<file path="src/rtl/core/cmf_pkg.sv">
// shared constants and types of the cross minimum filter
package cmf_pkg;

    localparam int MAX_WIDTH     = 2048;
    localparam int CHANNEL_BITS  = 8;
    localparam int PIX_BITS      = 3 * CHANNEL_BITS;
    localparam int COL_BITS      = $clog2(MAX_WIDTH);
    localparam int FW_BITS       = 12;
    localparam int FH_BITS       = 16;
    localparam int CFG_DATA_BITS = 16;
    localparam int CFG_IDX_BITS  = 2;

    localparam logic [CFG_IDX_BITS-1:0] REG_FRAME_WIDTH  = CFG_IDX_BITS'(0);
    localparam logic [CFG_IDX_BITS-1:0] REG_FRAME_HEIGHT = CFG_IDX_BITS'(1);

    localparam logic [COL_BITS-1:0] WIDTH_LAST_RST = COL_BITS'(639);
    localparam logic [FH_BITS-1:0]  HEIGHT_LAST_RST = FH_BITS'(479);

    localparam int QDEPTH    = 4;
    localparam int QPTR_BITS = $clog2(QDEPTH);
    localparam int QCNT_BITS = QPTR_BITS + 1;

    typedef struct packed {
        logic [PIX_BITS-1:0] pix;
        logic                last_row;
        logic                last_col;
    } t_entry;

    typedef struct packed {
        logic   valid;
        t_entry entry;
    } t_push;

    typedef struct packed {
        logic   valid;
        t_entry entry;
    } t_qhead;

    typedef enum logic [1:0] {
        PH_PIX,
        PH_LROW,
        PH_LCOL,
        PH_CORNER
    } t_phase;

endpackage

</file>
<file path="src/rtl/core/cmf_queue.sv">
// small queue between front and back end
module cmf_queue import cmf_pkg::*; (
    input  logic                 i_clk,
    input  logic                 i_rst_n,
    input  t_push                i_push,
    input  logic                 i_pop,
    output t_qhead               o_head,
    output logic [QCNT_BITS-1:0] o_count
);

    t_entry                r_mem [QDEPTH];
    logic [QPTR_BITS-1:0]  r_wp;
    logic [QPTR_BITS-1:0]  r_rp;
    logic [QCNT_BITS-1:0]  r_count;

    always_ff @(posedge i_clk) begin
        if (i_push.valid) begin
            r_mem[r_wp] <= i_push.entry;
        end
    end

    always_ff @(posedge i_clk) begin
        if (!i_rst_n) begin
            r_wp    <= '0;
            r_rp    <= '0;
            r_count <= '0;
        end else begin
            if (i_push.valid) begin
                r_wp <= r_wp + QPTR_BITS'(1);
            end
            if (i_pop) begin
                r_rp <= r_rp + QPTR_BITS'(1);
            end
            r_count <= r_count + QCNT_BITS'(i_push.valid) - QCNT_BITS'(i_pop);
        end
    end

    assign o_head.valid = r_count != '0;
    assign o_head.entry = r_mem[r_rp];
    assign o_count      = r_count;

endmodule

</file>
<file path="config.mk">
export PLATFORM = sky130hd
export DESIGN_NAME = cmf_queue
export DESIGN_NICKNAME = d
export VERILOG_FILES = /design/src/rtl/core/cmf_pkg.sv /design/src/rtl/core/cmf_queue.sv
export SDC_FILE = /design/constraint.sdc
export NUM_CORES = 1
export LEC_CHECK = 0
export BUFFER_PORTS_ARGS = -buffer_cell sky130_fd_sc_hd__buf_4
export CAP_MARGIN = 20
export CORE_ASPECT_RATIO = 0.6
export CORE_MARGIN = 2
export CORE_UTILIZATION = 42
export DETAILED_ROUTE_END_ITERATION = 16
export GPL_TIMING_DRIVEN = 0
export SETUP_SLACK_MARGIN = 0.05
export SYNTH_ARGS = -nofsm -noshare
export SYNTH_HDL_FRONTEND = slang
export SYNTH_SLANG_ARGS = --single-unit
export TNS_END_PERCENT = 10
</file>
<file path="constraint.sdc">
create_clock -name i_clk -period 1.8 [get_ports i_clk]
set_clock_uncertainty 0.1 [all_clocks]
set_input_delay 0.18 -clock i_clk [delete_from_list [all_inputs] [get_ports i_clk]]
set_output_delay 0.18 -clock i_clk [all_outputs]
set_load 0.05 [all_outputs]
</file>
==> key figures, run 1 <==
Logic synthesis
  – Register bit count reported by yosys: 113
  – Post-synthesis sequential area ratio: 78.0%
  – Area of the mapped netlist: 4240 µm²
  – Synth unique cells: 20
  – Synth Area per Inst: ~24 µm²
  – Yosys warning total: 0
  – Cells after synthesis: 178
  – Synth Net Count: 215

CTS
  – CTS sink cnt: 113
  – CTS max path bufs: 2
  – Num CTS Buffers: 17
  – H-tree levels: 4
  – Clock Tree Root: clkbuf_16
  – Worst-path clk slew: about 0.05 ns
  – Skew-Pair Late Insertion Delay: 0.41 ns
  – CTS tree: done

Flow run
  – Max-cap viol count: 0

STA
  – Rel. slew slack: 67.7%
  – Fin crit period: 2.05 ns
  – Setup-failing EPs final: 26
  – Final worst path period share: 114%
  – Total negative slack: -5.52 ns
  – Hold slack final: 0.260 ns
  – Final max-slew violation count: 0
  – RSZ-0062 raised after global routing: true
  – Fin worst setup slack: -0.246 ns
  – Final hold viol count: 0
  – F_max: 489 MHz
  – Worst Tran Pin Value: 0.484 ns

Worst setup path
  – CP Depth: 4
  – Critical path capture point type: primary output
  – Worst reg2reg path depth: 7
  – CP Data Arrival Time: 1.77 ns
  – CP top delay family: multiplexers
  – Critical path class: reg -> out
  – Worst stage delay on the critical path: 0.54 ns
  – Req. time, crit path: 1.52 ns
  – CP max-delay cell: mux4_2
  – CP max FO: 7
  – Most used cell along the critical path: buf_12
  – Crit path buffers/inverters: 3
  – Sequence of cells on the critical path: buf_12 > buf_12 > mux4_2 > buf_6
  – R2r setup slk: 0.09 ns
  – Startpoint Class: flop

Status
  – Status: complete, but fails checks
  – Failing checks: setup timing

GRT
  – Grt met3 use: 6.98%
  – Met2 Usage GRT: around 22%
  – Total GRT Usage: 16.2%
  – Grt met1 use: 21.7%
  – Initial antenna violation count: 0
  – First-pass GRT wire length: about 12,000 µm
  – Vias in the first global route: 2,210
  – Largest net degree at the start of global routing: 18
  – Gr ovfl total: 0
  – Global routing's busiest layer: met2

Cells and area
  – Post-layout util: 60.8%
  – Fin area: roughly 6000 µm²
  – Layout cells sized above 1: 42.7%
  – Layout area overhead: 41.4%
  – Filler instances: 700
  – Nets@finish: 331
  – Finished Layout Cells: between 400 and 500
  – Antenna Cells: 0

Route
  – Via/cell ratio: 4.80
  – Antenna viol nets, final: 0
  – DR iter-0 viols: 141
  – Vias: 2,123
  – DRC: 0
  – Initial DRT Pass Iterations: 4
  – Routed len/inst: about 18 µm
  – Total wire length: 7810 µm

Power and ir drop
  – P per Cell Area: 1240 nW/µm²
  – Lkg Pwr: 2.16 nW
  – Max IR drop VDD: around 750 µV
  – Pwr Total: 7.41 mW

Worst hold path
  – Worst hold-check path type: in -> reg
  – Hold path depth: 5

Placement
  – HPWL after DPL: 4770 µm
  – Dpl cell area: 4950 µm²
  – Port Buffers: about 60
  – DP Worst Slack: -0.144 ns
  – GP Congestion: 0.669
  – Dpl cells: around 380

Die
  – Die Span Y: 81.8 µm
  – Die Span X: between 100 and 150 µm
  – Die ar.: between 10,000 and 15,000 µm²
  – Initial Utilization: 43.0%
  – IO Pins: 60
  – Num rows: 28
  – Core area: between 9000 and 10,000 µm²
[registers in the layout, summed over array words and instances (netlist names), named ones only]
| register | flops |
|---|---|
| o_count | 3 |
| r_rp | 2 |
| r_mem | 104 |
| r_wp | 2 |
[synth_stat cells, drive strengths merged]
| cell type | count | area [µm²] |
|---|---|---|
| fa | 1 | 20.0 |
| clkbuf | 1 | 5.00 |
| or3 | 1 | 6.26 |
| xnor2 | 2 | 17.5 |
| mux4 | 26 | 608 |
| buf | 5 | 61.3 |
| a21bo | 1 | 10.0 |
| dfxtp | 9 | 180 |
| ha | 6 | 75.1 |
| inv | 7 | 26.3 |
| mux2i | 1 | 10.0 |
| nand3b | 1 | 7.51 |
| nor2 | 5 | 18.8 |
| a21oi | 1 | 5.00 |
| edfxtp | 104 | 3120 |
| xor3 | 1 | 23.8 |
| and2 | 6 | 37.5 |
[power breakdown]
group	total [mW]	internal, mW	switching, mW
logic	1.30	0.572	0.731
clock network	3.03	1.98	1.05
registers	3.08	3.02	0.0524
[metal layers]
metal	wire (µm)	vias to the layer above
met2	3490	72
met5	0	-
met4	141	0
met3	491	12
li1	-	966
met1	3680	1073
[layout make-up]
| class | count | area, µm² | share of cell area, % |
|---|---|---|---|
| Buffer | 6 | 87.6 | 1.46 |
| Clock inverter | 5 | 25.0 | 0.418 |
| Multi-Input combinational cell | 52 | 826 | 13.8 |
| Timing Repair Buffer | 97 | 1020 | 17.1 |
| Tap cell | 135 | 169 | 2.82 |
| Clock buffer | 27 | 526 | 8.77 |
| Sequential cell | 113 | 3310 | 55.2 |
| Inverter | 7 | 26.3 | 0.439 |
[path summary, 6_finish.rpt]
| kind | startpoint | end |
|---|---|---|
| max | flop | o_head[6] |
| min | i_pop | o_count[0] |
| max reg2reg | o_count[0] | o_count[2] |
| min reg2reg | r_rp[0] | r_rp[1] |
[tightest hold or removal path: cells and delay by family]
family | cells | cell delay [ns]
simple gates | 1 | 0.10
fa+ha+maj | 2 | 0.32
buf+inv | 2 | 0.14
[cell families (layout without fill, tap and decap cells)]
group | after synthesis | after routing | share of synthesized area [%]
and+or+nand+nor | 13 | 13 | 1.65
adders and majority gates | 7 | 7 | 2.25
xor gates and xnor gates | 3 | 3 | 0.975
muxes | 27 | 27 | 14.6
DFF | 113 | 113 | 78.0
AOI/OAI and AO/OA | 2 | 2 | 0.354
buffers and inverters | 13 | 142 | 2.19
[repair_timing]
item                       4_1_cts  5_1_grt
setup buffers                    2        0
hold endpoints to repair       111        0
gates resized for setup         43        1
setup endpoints to repair       98       27
hold buffers                    30        0
gates cloned                     1        1
[cell usage in the layout, fill, tap and decap left out, types with 6 or more instances in the layout]
cell type,n
dfxtp_1,7
dlygate4sd3_1,30
buf_6,27
clkbuf_16,20
ha_1,6
buf_4,34
inv_1,7
mux4_2,25
clkbuf_1,6
edfxtp_1,104
Power figures use the tool's default switching activity.
==> run 2, diff against run 1 <==
--- a/config.mk
+++ b/config.mk
@@ -7,7 +7,7 @@
 export LEC_CHECK = 0
 export BUFFER_PORTS_ARGS = -buffer_cell sky130_fd_sc_hd__buf_4
 export CAP_MARGIN = 20
-export CORE_ASPECT_RATIO = 0.6
+export CORE_ASPECT_RATIO = 1.75
 export CORE_MARGIN = 2
 export CORE_UTILIZATION = 42
 export DETAILED_ROUTE_END_ITERATION = 16
==> key figures, run 2 (synthesis results as in run 1) <==
Cells and area
  – Multi-input gate area: 831 µm² (+0.61%)
  – Nets@finish: 330 (-0.30%)
  – Antenna Cells: 0 (unchanged)
  – Layout cells sized above 1: 42.8% (+0.14 points)
  – Commonest non-fill, non-tap cell in the layout: edfxtp_1
  – Post-layout util: 60.4% (-0.49 points)
  – Largest Register: r_mem
  – Layout area overhead: 40.4%
  – Max reg flops: 104 (unchanged)
  – Register area: 3310 µm² (unchanged)
  – Commonest cells after routing, fill and taps aside: edfxtp_1 (104), buf_4 (34), dlygate4sd3_1 (31)
  – Filler instances: 745 (+6.4%)

STA
  – Total negative slack: -4.41 ns (+1.11 ns)
  – Final worst path period share: 111% (-2.4 points)
  – Fin crit period: 2.00 ns (-0.0431 ns)
  – RSZ-0062 raised after global routing: true
  – Final max-slew violation count: 0 (unchanged)
  – Worst Tran Pin Value: 0.456 ns (-0.0275 ns)
  – F_max: 499 MHz (+2.2%)
  – Hold slack final: 0.280 ns (+0.0197 ns)
  – Final hold viol count: 0 (unchanged)
  – Fin worst setup slack: -0.203 ns (+0.0431 ns)
  – Rel. slew slack: 69.6% (+1.8 points)
  – Setup-failing EPs final: 26 (unchanged)

Worst setup path
  – Worst reg2reg path depth: 4 (-3)
  – R2r setup slk: 0.16 ns (+0.07 ns)
  – Req. time, crit path: 1.52 ns (about the same)
  – CP Data Arrival Time: 1.72 ns (-0.05 ns)
  – Critical path capture point type: primary output
  – Worst flop-to-flop path startpoint: r_wp[0]
  – Startpoint Class: flop
  – Critical path class: reg -> out
  – Worst reg2reg endpoint: r_mem[2][4]
  – CP max FO: 7 (unchanged)

Power and ir drop
  – P per Cell Area: 1240 nW/µm² (about the same)
  – Clock share of power: 40.6% (-0.2 points)
  – Sequential Power Share: 41.8% (+0.3 points)
  – Lkg Pwr: 2.14 nW (-0.91%)
  – Power Internal: 5.56 mW (-0.29%)
  – Combinational share of power: 17.5% (about the same)
  – Pwr Total: 7.35 mW (-0.78%)
  – P_sw: 1.79 mW (-2.3%)
  – Max IR drop VDD: 943 µV (+25%)
  – Switching Share: 24.4% (-0.38 points)

Flow run
  – Max-cap viol count: 0 (unchanged)

CTS
  – CTS tree: done
  – H-tree levels: 4 (unchanged)
  – CTS sink cnt: 113 (unchanged)
  – Worst-path clk slew: 0.05 ns (about the same)
  – Clock Tree Root: clkbuf_16
  – Skew-Pair Late Insertion Delay: 0.40 ns (about the same)
  – CTS max path bufs: 2 (unchanged)
  – Num CTS Buffers: 17 (unchanged)

Die
  – IO Pins: 60 (unchanged)
  – Die Span X: 79.9 µm (-40%)
  – Die ar.: 10,900 µm² (about the same)
  – Initial Utilization: 43.0% (about the same)
  – Die Span Y: 137 µm (+67%)
  – Core area: 9850 µm² (about the same)
  – Num rows: 48 (+71%)

Placement
  – GP Congestion: 0.648 (-3.1%)
  – HPWL after DPL: 4680 µm (-2.0%)
  – Port Buffers: 59 (unchanged)

GRT
  – Initial antenna violation count: 0 (unchanged)
  – Total GRT Usage: 15.5% (-0.65 points)
  – Vias in the first global route: 2,363 (+6.9%)
  – First-pass GRT wire length: 12,000 µm (-0.80%)
  – Largest net degree at the start of global routing: 27 (+9)
  – Gr ovfl total: 0 (unchanged)

Route
  – Via/cell ratio: 4.89 (+1.8%)
  – Total wire length: 7630 µm (-2.2%)
  – DR iter-0 viols: 151 (+7.1%)
  – Initial DRT Pass Iterations: 4 (unchanged)
  – Vias: 2,108 (-0.71%)
  – Routed len/inst: 17.7 µm (+0.29%)
  – DRC: 0 (unchanged)
  – Antenna viol nets, final: 0 (unchanged)

Worst hold path
  – Hold path depth: 5 (unchanged)
  – Worst hold-check path type: in -> reg
  – Min-delay src: i_pop
  – Hold endpoint: o_count[0]

Status
  – Status: complete, but fails checks
  – Failing checks: setup timing
[run 2: final cells by class]
cell class | instances | area share [%]
Clock buffer | 28 | 8.86
Sequential cell | 113 | 55.7
Clock inverter | 4 | 0.379
Buffer | 6 | 1.47
Inverter | 7 | 0.442
Multi-Input combinational cell | 52 | 14.0
Tap cell | 125 | 2.63
Timing Repair Buffer | 96 | 16.6
[run 2: worst max path at each step]
stage / from / endpoint / depth (start not counted)
finish: flop / o_head[6] / 4
global route: flop / o_head[6] / 4
CTS: flop / o_head[6] / 4
detailed placement: r_wp[0] / r_mem[2][7] / 4
global placement: r_wp[0] / r_mem[0][7] / 3
floorplan: o_count[0] / o_count[2] / 7
[run 2: metal layers]
| layer | vias to the layer above | track usage (%) | part of all wire (%) |
|---|---|---|---|
| met3 | 8 | 5.21 | 5.2 |
| met5 | - | 0 | 0 |
| met2 | 68 | 27.1 | 57 |
| met1 | 1072 | 16.4 | 37 |
| met4 | 0 | 7.91 | 1.7 |
| li1 | 960 | - | - |
[run 2: repair_timing]
action / 4_1_cts / 5_1_grt
endpoints found under the setup margin: 67 / 75
endpoints found under the hold margin: 111 / 0
buffers inserted: 2 / 0
gates cloned: 2 / 0
gates resized for setup: 46 / 5
hold buffers: 31 / 0
[run 2: stage by stage]
stage | instances | setup WS (ns) | instance area, µm²
after floorplan | 178 | 0.0544 | 4240
after detailed placement | 364 | -0.149 | 4880
after CTS | 431 | -0.242 | 5930
final | 431 | -0.203 | 5940
after global placement | 362 | -0.426 | 4840
after global routing | 431 | -0.261 | 5940
[run 2: critical path: stages (launching register included)]
cell and delay [ns]:
dfxtp_2 0.33, buf_12 0.15, buf_12 0.13, mux4_2 0.53, buf_8 0.17
[run 2: power groups by stage]
| stage | logic (mW) | clock network (mW) | registers [mW] |
|---|---|---|---|
| after floorplan | 0.703 | 0 | 3.17 |
| after global placement | 1.09 | 0 | 3.12 |
| after detailed placement | 1.11 | 0 | 3.12 |
| after CTS | 1.30 | 3.05 | 3.08 |
| after global routing | 1.36 | 3.15 | 3.08 |
| final | 1.29 | 2.99 | 3.07 |
